==> src/rtl/core/dma_pattern_gen_and_crc8_check_top_defines.svh <==
// assertion macros shared by the dma pattern generator / crc8 checker rtl
// no dependencies; included by modules that carry concurrent assertions
`ifndef DMA_PATTERN_GEN_AND_CRC8_CHECK_TOP_DEFINES_SVH
`define DMA_PATTERN_GEN_AND_CRC8_CHECK_TOP_DEFINES_SVH

// same-cycle implication, disabled while reset is asserted
`define DPG_ASSERT_NOW(label, clk, rst_n, ante, cons) \
	label: assert property (@(posedge clk) disable iff (!(rst_n)) (ante) |-> (cons)) \
		else $error("dpg assertion failed");

// next-cycle implication, disabled while reset is asserted
`define DPG_ASSERT_NEXT(label, clk, rst_n, ante, cons) \
	label: assert property (@(posedge clk) disable iff (!(rst_n)) (ante) |=> (cons)) \
		else $error("dpg assertion failed");

`endif

==> src/rtl/core/dpg_pkg.sv <==
// shared types, constants and the crc8 byte step for the dma data engine
// no dependencies; imported by every module of the block
package dpg_pkg;

	// pattern wraps after this many bytes
	localparam logic [7:0] PATTERN_MODULUS = 8'd251;
	// reflected crc-8 polynomial and start value
	localparam logic [7:0] CRC_REFL_TAPS = 8'hAB;
	localparam logic [7:0] CRC_INIT = 8'hFF;

	// transaction modes
	localparam logic MODE_START = 1'b0;
	localparam logic MODE_DATA  = 1'b1;

	// direction register values
	localparam logic DIR_WRITE = 1'b0;
	localparam logic DIR_READ  = 1'b1;

	// configuration register indexes
	localparam int unsigned CFG_IDX_W = 1;
	localparam logic [CFG_IDX_W-1:0] CFG_EXPECTED_CRC = 1'b0;
	localparam logic [CFG_IDX_W-1:0] CFG_DIRECTION    = 1'b1;

	typedef struct packed {
		logic       mode;
		logic [7:0] data_byte;
		logic       last;
	} in_item_t;

	typedef struct packed {
		logic [7:0] pattern_byte;
		logic       done_res;
		logic       status_error;
	} out_item_t;

	// fold one byte into the reflected crc, lsb first, one bit per step
	function automatic logic [7:0] crc8_update(input logic [7:0] crc, input logic [7:0] din);
		logic [7:0] c;
		c = crc ^ din;
		for (int b = 0; b < 8; b++) begin
			c = c[0] ? ((c >> 1) ^ CRC_REFL_TAPS) : (c >> 1);
		end
		return c;
	endfunction

endpackage

==> src/rtl/core/dpg_in_reg.sv <==
// input register stage of the dma data engine
// depends on dpg_pkg for the input item type
module dpg_in_reg (
	input  logic              clk,
	input  logic              arst_n,
	input  logic              cmd_valid,
	output logic              cmd_ready,
	input  dpg_pkg::in_item_t cmd,
	input  logic              adv,
	output logic              valid_s1,
	output dpg_pkg::in_item_t item_s1
);
	import dpg_pkg::*;

	// stage is free when empty or when its transaction moves on this cycle
	assign cmd_ready = !valid_s1 || adv;

	// occupancy flag
	always_ff @(posedge clk or negedge arst_n) begin
		if (!arst_n) begin
			valid_s1 <= 1'b0;
		end else if (cmd_ready) begin
			valid_s1 <= cmd_valid;
		end
	end

	// payload capture, no reset needed
	always_ff @(posedge clk) begin
		if (cmd_ready && cmd_valid) begin
			item_s1 <= cmd;
		end
	end

endmodule

==> src/rtl/core/dpg_core.sv <==
// configuration registers, crc / pattern state and result computation
// depends on dpg_pkg and the assertion macro header
`include "dma_pattern_gen_and_crc8_check_top_defines.svh"

module dpg_core (
	input  logic                                 clk,
	input  logic                                 arst_n,
	input  logic                                 cfg_we,
	input  logic [dpg_pkg::CFG_IDX_W-1:0]        cfg_index,
	input  logic [7:0]                           cfg_wdata,
	input  logic                                 adv,
	input  dpg_pkg::in_item_t                    item_s1,
	output dpg_pkg::out_item_t                   res
);
	import dpg_pkg::*;

	logic [7:0] expected_crc_q;
	logic       direction_q;
	logic [7:0] crc_q;
	logic [7:0] cnt_q;
	logic [7:0] cnt_eff;
	logic [7:0] crc_next;
	logic       is_start;
	logic       is_write;
	logic       is_read;

	// configuration writes
	always_ff @(posedge clk or negedge arst_n) begin
		if (!arst_n) begin
			expected_crc_q <= 8'h00;
			direction_q    <= DIR_WRITE;
		end else if (cfg_we) begin
			case (cfg_index)
				CFG_EXPECTED_CRC: expected_crc_q <= cfg_wdata;
				CFG_DIRECTION:    direction_q    <= cfg_wdata[0];
				default: ;
			endcase
		end
	end

	// item decode
	assign is_start = (item_s1.mode == MODE_START);
	assign is_write = !is_start && (direction_q == DIR_WRITE);
	assign is_read  = !is_start && (direction_q == DIR_READ);

	// counter at or above the modulus restarts at zero
	assign cnt_eff  = (cnt_q >= PATTERN_MODULUS) ? 8'd0 : cnt_q;
	assign crc_next = crc8_update(crc_q, item_s1.data_byte);

	// engine state
	always_ff @(posedge clk or negedge arst_n) begin
		if (!arst_n) begin
			crc_q <= CRC_INIT;
			cnt_q <= 8'd0;
		end else if (adv) begin
			if (is_start) begin
				crc_q <= CRC_INIT;
				cnt_q <= 8'd0;
			end else if (is_write) begin
				cnt_q <= cnt_eff + 8'd1;
			end else begin
				crc_q <= crc_next;
			end
		end
	end

	// result of the transaction in stage 1; status sees the updated crc
	always_comb begin
		res.pattern_byte = is_write ? cnt_eff : 8'd0;
		res.done_res     = item_s1.last;
		if (!item_s1.last || direction_q == DIR_WRITE) begin
			res.status_error = 1'b0;
		end else if (is_start) begin
			res.status_error = (CRC_INIT != expected_crc_q);
		end else begin
			res.status_error = (crc_next != expected_crc_q);
		end
	end

	`DPG_ASSERT_NEXT(a_start_clears, clk, arst_n, adv && is_start,
		crc_q == CRC_INIT && cnt_q == 8'd0)
	`DPG_ASSERT_NOW(a_cnt_bound, clk, arst_n, 1'b1, cnt_q <= PATTERN_MODULUS)
	`DPG_ASSERT_NEXT(a_read_keeps_cnt, clk, arst_n, adv && is_read, $stable(cnt_q))
	`DPG_ASSERT_NEXT(a_write_keeps_crc, clk, arst_n, adv && is_write, $stable(crc_q))

endmodule

==> src/rtl/core/dpg_out_reg.sv <==
// result register of the dma data engine
// depends on dpg_pkg for the result item type
module dpg_out_reg (
	input  logic               clk,
	input  logic               arst_n,
	input  logic               load_valid,
	output logic               load_ready,
	input  dpg_pkg::out_item_t res,
	output logic               rsp_valid,
	input  logic               rsp_ready,
	output dpg_pkg::out_item_t rsp
);
	import dpg_pkg::*;

	// register can take a new result when empty or being drained
	assign load_ready = !rsp_valid || rsp_ready;

	always_ff @(posedge clk or negedge arst_n) begin
		if (!arst_n) begin
			rsp_valid <= 1'b0;
		end else if (load_ready) begin
			rsp_valid <= load_valid;
		end
	end

	// result payload
	always_ff @(posedge clk) begin
		if (load_ready && load_valid) begin
			rsp <= res;
		end
	end

endmodule

==> src/rtl/core/dma_pattern_gen_and_crc8_check_top.sv <==
// Data engine of a DMA test device: pattern generator and CRC-8 checker.
// Channels: cmd (valid/ready) carries mode, data_byte and last; rsp
// (valid/ready) returns pattern_byte, done_res and status_error, exactly
// one rsp transaction per cmd transaction, in order.
// Configuration: cfg_we/cfg_index/cfg_wdata writes expected_crc (index 0)
// and direction (index 1); write only while the engine is idle.
// Path: a command accepted into the input register passes the core logic
// into the result register and shows on rsp from there.
// Throughput: one transaction per cycle unless rsp stalls; the crc8 byte step
// and pattern counter both finish between the input and result registers.
// Stall: while rsp_ready is low a full result register holds, the input register
// fills and cmd_ready drops only when both are occupied.
// Reset: arst_n clears both registers' valid flags, sets the crc to 0xFF, the
// pattern counter to 0 and both configuration registers to 0.
// depends on dpg_pkg, dpg_in_reg, dpg_core and dpg_out_reg
module dma_pattern_gen_and_crc8_check_top (
	input  logic                          clk,
	input  logic                          arst_n,
	input  logic                          cfg_we,
	input  logic [dpg_pkg::CFG_IDX_W-1:0] cfg_index,
	input  logic [7:0]                    cfg_wdata,
	input  logic                          cmd_valid,
	output logic                          cmd_ready,
	input  dpg_pkg::in_item_t             cmd,
	output logic                          rsp_valid,
	input  logic                          rsp_ready,
	output dpg_pkg::out_item_t            rsp
);
	import dpg_pkg::*;

	logic      valid_s1;
	in_item_t  item_s1;
	out_item_t res;
	logic      load_ready;
	logic      adv;

	// stage 1 moves into the result register
	assign adv = valid_s1 && load_ready;

	dpg_in_reg u_in_reg (
		.clk       (clk),
		.arst_n    (arst_n),
		.cmd_valid (cmd_valid),
		.cmd_ready (cmd_ready),
		.cmd       (cmd),
		.adv       (adv),
		.valid_s1  (valid_s1),
		.item_s1   (item_s1)
	);

	dpg_core u_core (
		.clk       (clk),
		.arst_n    (arst_n),
		.cfg_we    (cfg_we),
		.cfg_index (cfg_index),
		.cfg_wdata (cfg_wdata),
		.adv       (adv),
		.item_s1   (item_s1),
		.res       (res)
	);

	dpg_out_reg u_out_reg (
		.clk        (clk),
		.arst_n     (arst_n),
		.load_valid (valid_s1),
		.load_ready (load_ready),
		.res        (res),
		.rsp_valid  (rsp_valid),
		.rsp_ready  (rsp_ready),
		.rsp        (rsp)
	);

endmodule
==> config.mk <==
export PLATFORM = sky130hd
export DESIGN_NAME = dma_pattern_gen_and_crc8_check_top
export DESIGN_NICKNAME = d
export VERILOG_FILES = /design/src/rtl/core/dpg_pkg.sv /design/src/rtl/core/dpg_in_reg.sv /design/src/rtl/core/dpg_core.sv /design/src/rtl/core/dpg_out_reg.sv /design/src/rtl/core/dma_pattern_gen_and_crc8_check_top.sv
export VERILOG_INCLUDE_DIRS = /design/src /design/src/rtl/core
export SDC_FILE = /design/constraint.sdc
export NUM_CORES = 1
export LEC_CHECK = 0
export ABC_AREA = 0
export BUFFER_PORTS_ARGS = -buffer_cell sky130_fd_sc_hd__buf_2
export CORE_ASPECT_RATIO = 0.8
export CORE_MARGIN = 2
export CORE_UTILIZATION = 51
export CTS_CLUSTER_SIZE = 16
export DETAILED_ROUTE_END_ITERATION = 8
export PLACE_DENSITY = 0.84
export SLEW_MARGIN = 10
export SYNTH_ARGS = -nofsm -noshare
export SYNTH_HDL_FRONTEND = slang
export SYNTH_SLANG_ARGS = --single-unit
==> constraint.sdc <==
create_clock -name clk -period 2.31 [get_ports clk]
set_input_delay 0.3465 -clock clk [delete_from_list [all_inputs] [get_ports clk]]
set_output_delay 0.3465 -clock clk [all_outputs]
set_load 0.02 [all_outputs]
==> impl_results.md <==
- Die Span Y: 66.26 um
- Data required time at the worst endpoint: 2.39 ns
- Number of routed nets with antenna violations: 0
- Weighted congestion reported at the end of routability-driven placement: 0.8530
- Depth of the CTS H-tree: 2
- Routed met2 length: 2.329 mm
- Routed length on met1: 2.319 mm
- Highest metal layer with signal wires: met4
- Area growth from synthesis to layout: 24.05%
- Global-route wire length before repair: between 8 and 9 mm
- Max-slew violation count: 0
- Number of port buffers: 35
- Tightest Pin Transition: 0.6308 ns
- Num rows: 22
- Inserted Diodes: 0
- Top fanout value on the critical path: 5
- Clock-pin slew reported for the worst setup and hold paths after clock tree synthesis: 0.09 ns
- Number of buffers on the longest clock path: 2
- Synth cell types: 51
- Number of clock sinks seen by CTS: 47
- Die Outline Area: 5422 um2
- Hold-fix buffer count after cts: 0
- DP HPWL: 3.660 mm
- Overflow after GRT: 0
- Die width: 81.83 um
- Count of boundary I/O pins: 36
- Post-synthesis sequential area ratio: 52.05%
- Vias per cell: 5.559
- Max Cap Violations: 0
- Endpoints failing setup: 1
- Mean area per synthesized cell: 11.94 um2
- RSZ-0062 raised after global routing: yes
- Crit Path Category: flip-flop to flip-flop
- Post-layout util: 66.29%
- Crit path DAT: 2.52 ns
- Capturing element type of the critical path: flip-flop
- Pin count of the biggest net entering global routing: 28
- Total DRC errors in the routed layout: 0
- Overall fraction of global-route tracks in use: 22.03%
- Core ar.: 4624 um2
- Yosys reg bits: 47
- Ratio of cells with drive above 1 in the final layout: 40.15%
- Number of antenna violations at the first check in global routing: 0
- Least setup slack across all paths after layout: -0.1366 ns
- Type of element launching the critical path: flip-flop
- Violated checks: negative setup slack
- Synthesized netlist net count: 232
- Period Utilization, post-route: 105.9%
- Peak supply drop: a little under 0.0008 V
- DRC marker count from the first detailed-route iteration: 172
- Number of warnings printed during yosys synthesis: 0
- Root buffer cell: clkbuf_8
- Headroom to the max-slew limit: 57.94%
- Number of instances in the synthesized netlist: roughly 210
- Post-synth top flop: edfxtp_1
- Hold Path Class: primary input to asynchronous set/reset pin
- DR vias: 1829
- Cell area after synthesis: 2471 um2
- Max Clk Rate: 408.7 MHz
- Number of standard cells in the layout, taps in and fillers out: around 330
- Synth async-reset ratio: around 57%
- Minimum clock period after layout: 2.447 ns
- DRT Wirelength: 5.150 mm
- Number of enable-type register cells in the synthesized netlist: 20
- Wire per inst: 15.65 um
- Net count reported at finish: 293
- Leakage power total: 1.294 nW
- Detailed Routing Iterations Pass 1: 4
- Insertion delay of the later-clocked pin in the worst-skew pair: 0.32 ns
- Count of final hold-check violations: 0
- Clock skew after layout: 0.006253 ns
- Via count of the first global-routing pass: 1776
- Routed wl met3: 395 um
- Outcome: finished, violations left
- CTS Buf Count: 5
- Commonest non-fill, non-tap cells in the layout: buf_2 (35), nand2_1 (25), buf_4 (25)
- Cell count after placement: 318
- Most frequent standard cell in the layout excluding fill and tap cells: buf_2
- CTS tree: yes
- Power density cells: 1329 nW/um2
- Effective utilization at floorplan: a little over half
-- layout make-up --
cell class	count	area, um2
timing repair buffer	60	362.8
clock buffer	6	72.57
clock inverter	2	12.51
inverter	8	30.03
multi-input combinational	146	1226
fill	355	1559
sequential	47	1286
tap	60	75.07
-- flip-flops by register name, indices dropped and copies added, names as in the netlist --
name                   cells
u_in_reg.item_s1          10
u_out_reg.rsp             10
u_core.cnt_q               8
u_core.crc_q               8
u_core.expected_crc_q      8
u_core.direction_q         1
u_in_reg.valid_s1          1
u_out_reg.rsp_valid        1
-- cells in the mapped netlist (2+ instances only) --
cell / count / share of area (%)
nand2_1: 25 / 3.8
edfxtp_1: 20 / 24
dfrtp_1: 19 / 19
xnor2_1: 18 / 6.4
o21ai_0: 9 / 1.8
dfstp_2: 8 / 8.5
inv_1: 8 / 1.2
nor2_1: 8 / 1.2
and2_1: 7 / 1.8
mux2_2: 7 / 3.2
a31oi_1: 5 / 1.3
clkbuf_1: 5 / 0.76
xor2_1: 5 / 1.8
a21oi_1: 4 / 0.81
and3_1: 4 / 1.0
nand2b_1: 4 / 1.0
o22a_1: 4 / 1.4
xnor2_2: 4 / 2.6
a22o_1: 3 / 1.1
nand3_1: 3 / 0.61
nor4_1: 3 / 0.76
a21o_1: 2 / 0.61
nand4_1: 2 / 0.51
nor3_1: 2 / 0.41
xor2_2: 2 / 1.3
-- per-layer routing --
metal / up-vias / GRT usage [%]
met1: 886 / 30.05
met3: 11 / 7.104
met4: 0 / 7.500
met2: 75 / 33.13
met5: - / 0
li1: 857 / -
-- critical path, cell delays in order, from the launching register on --
cell      delay [ns]
dfstp_2         0.56
xnor2_2         0.13
buf_4           0.15
xnor3_2         0.43
buf_4           0.18
nor2_1          0.11
o311ai_0        0.16
o311a_1         0.16
a311o_1         0.31
-- cell families (layout without fill, tap and decap cells) --
kind of cell	count (synthesis)	in the layout	synth area share (%)
AND/OR/NAND/NOR	66	66	13.77
XOR/XNOR	34	34	17.27
flip-flops	47	47	52.05
buffers and inverters	14	76	2.177
multiplexers	8	8	3.595
AO/OA/AOI/OAI	36	36	10.23
adder cells (fa/ha/maj)	2	2	0.9113
-- what timing repair did --
action | in CTS | in global routing
gates resized for setup | 10 | 3
gates cloned | 0 | 0
pin swaps | 8 | 1
setup endpoints to repair | 1 | 1
setup buffers | 3 | 0
-- metrics by stage --
step | cell area, um2 | setup TNS, ns | total power, W | hold slack [ns] | worst slack (ns)
after global routing | 3065 | -0.2483 | 0.004332 | 0.09025 | -0.2483
after global placement | 2870 | -0.06249 | 0.003233 | 0.4046 | -0.06249
after CTS | 3048 | -0.1242 | 0.003992 | 0.06230 | -0.1242
after floorplan | 2479 | -0.1134 | 0.002581 | 0.05091 | -0.1134
after detailed placement | 2870 | -0.1235 | 0.003293 | 0.4063 | -0.1235
final | 3065 | -0.1366 | 0.004073 | 0.03976 | -0.1366
-- path summary, 6_finish.rpt --
kind	startpoint	endpoint	slack (ns)	cells past startpoint
worst max-delay path	u_core.crc_q[6]	u_out_reg.rsp[0]	-0.14	8
worst min-delay path	arst_n	u_core.cnt_q[4]	0.04	1
worst max register to register	u_core.crc_q[6]	u_out_reg.rsp[0]	-0.14	8
worst min register to register	u_in_reg.item_s1[0]	u_out_reg.rsp[1]	0.50	0
max in group asynchronous	arst_n	u_core.expected_crc_q[2]	1.85	1
min in group clk	cmd[5]	u_in_reg.item_s1[5]	0.20	1
-- where the power goes --
group | switching, W | internal [W] | leakage, nW | total, W
clock network | 0.000286 | 0.000212 | 0.0412 | 0.000498
registers | 0.000119 | 0.00103 | 0.518 | 0.00115
logic | 0.00111 | 0.00132 | 0.734 | 0.00242
No activity file was read; power rests on OpenSTA's default activity.
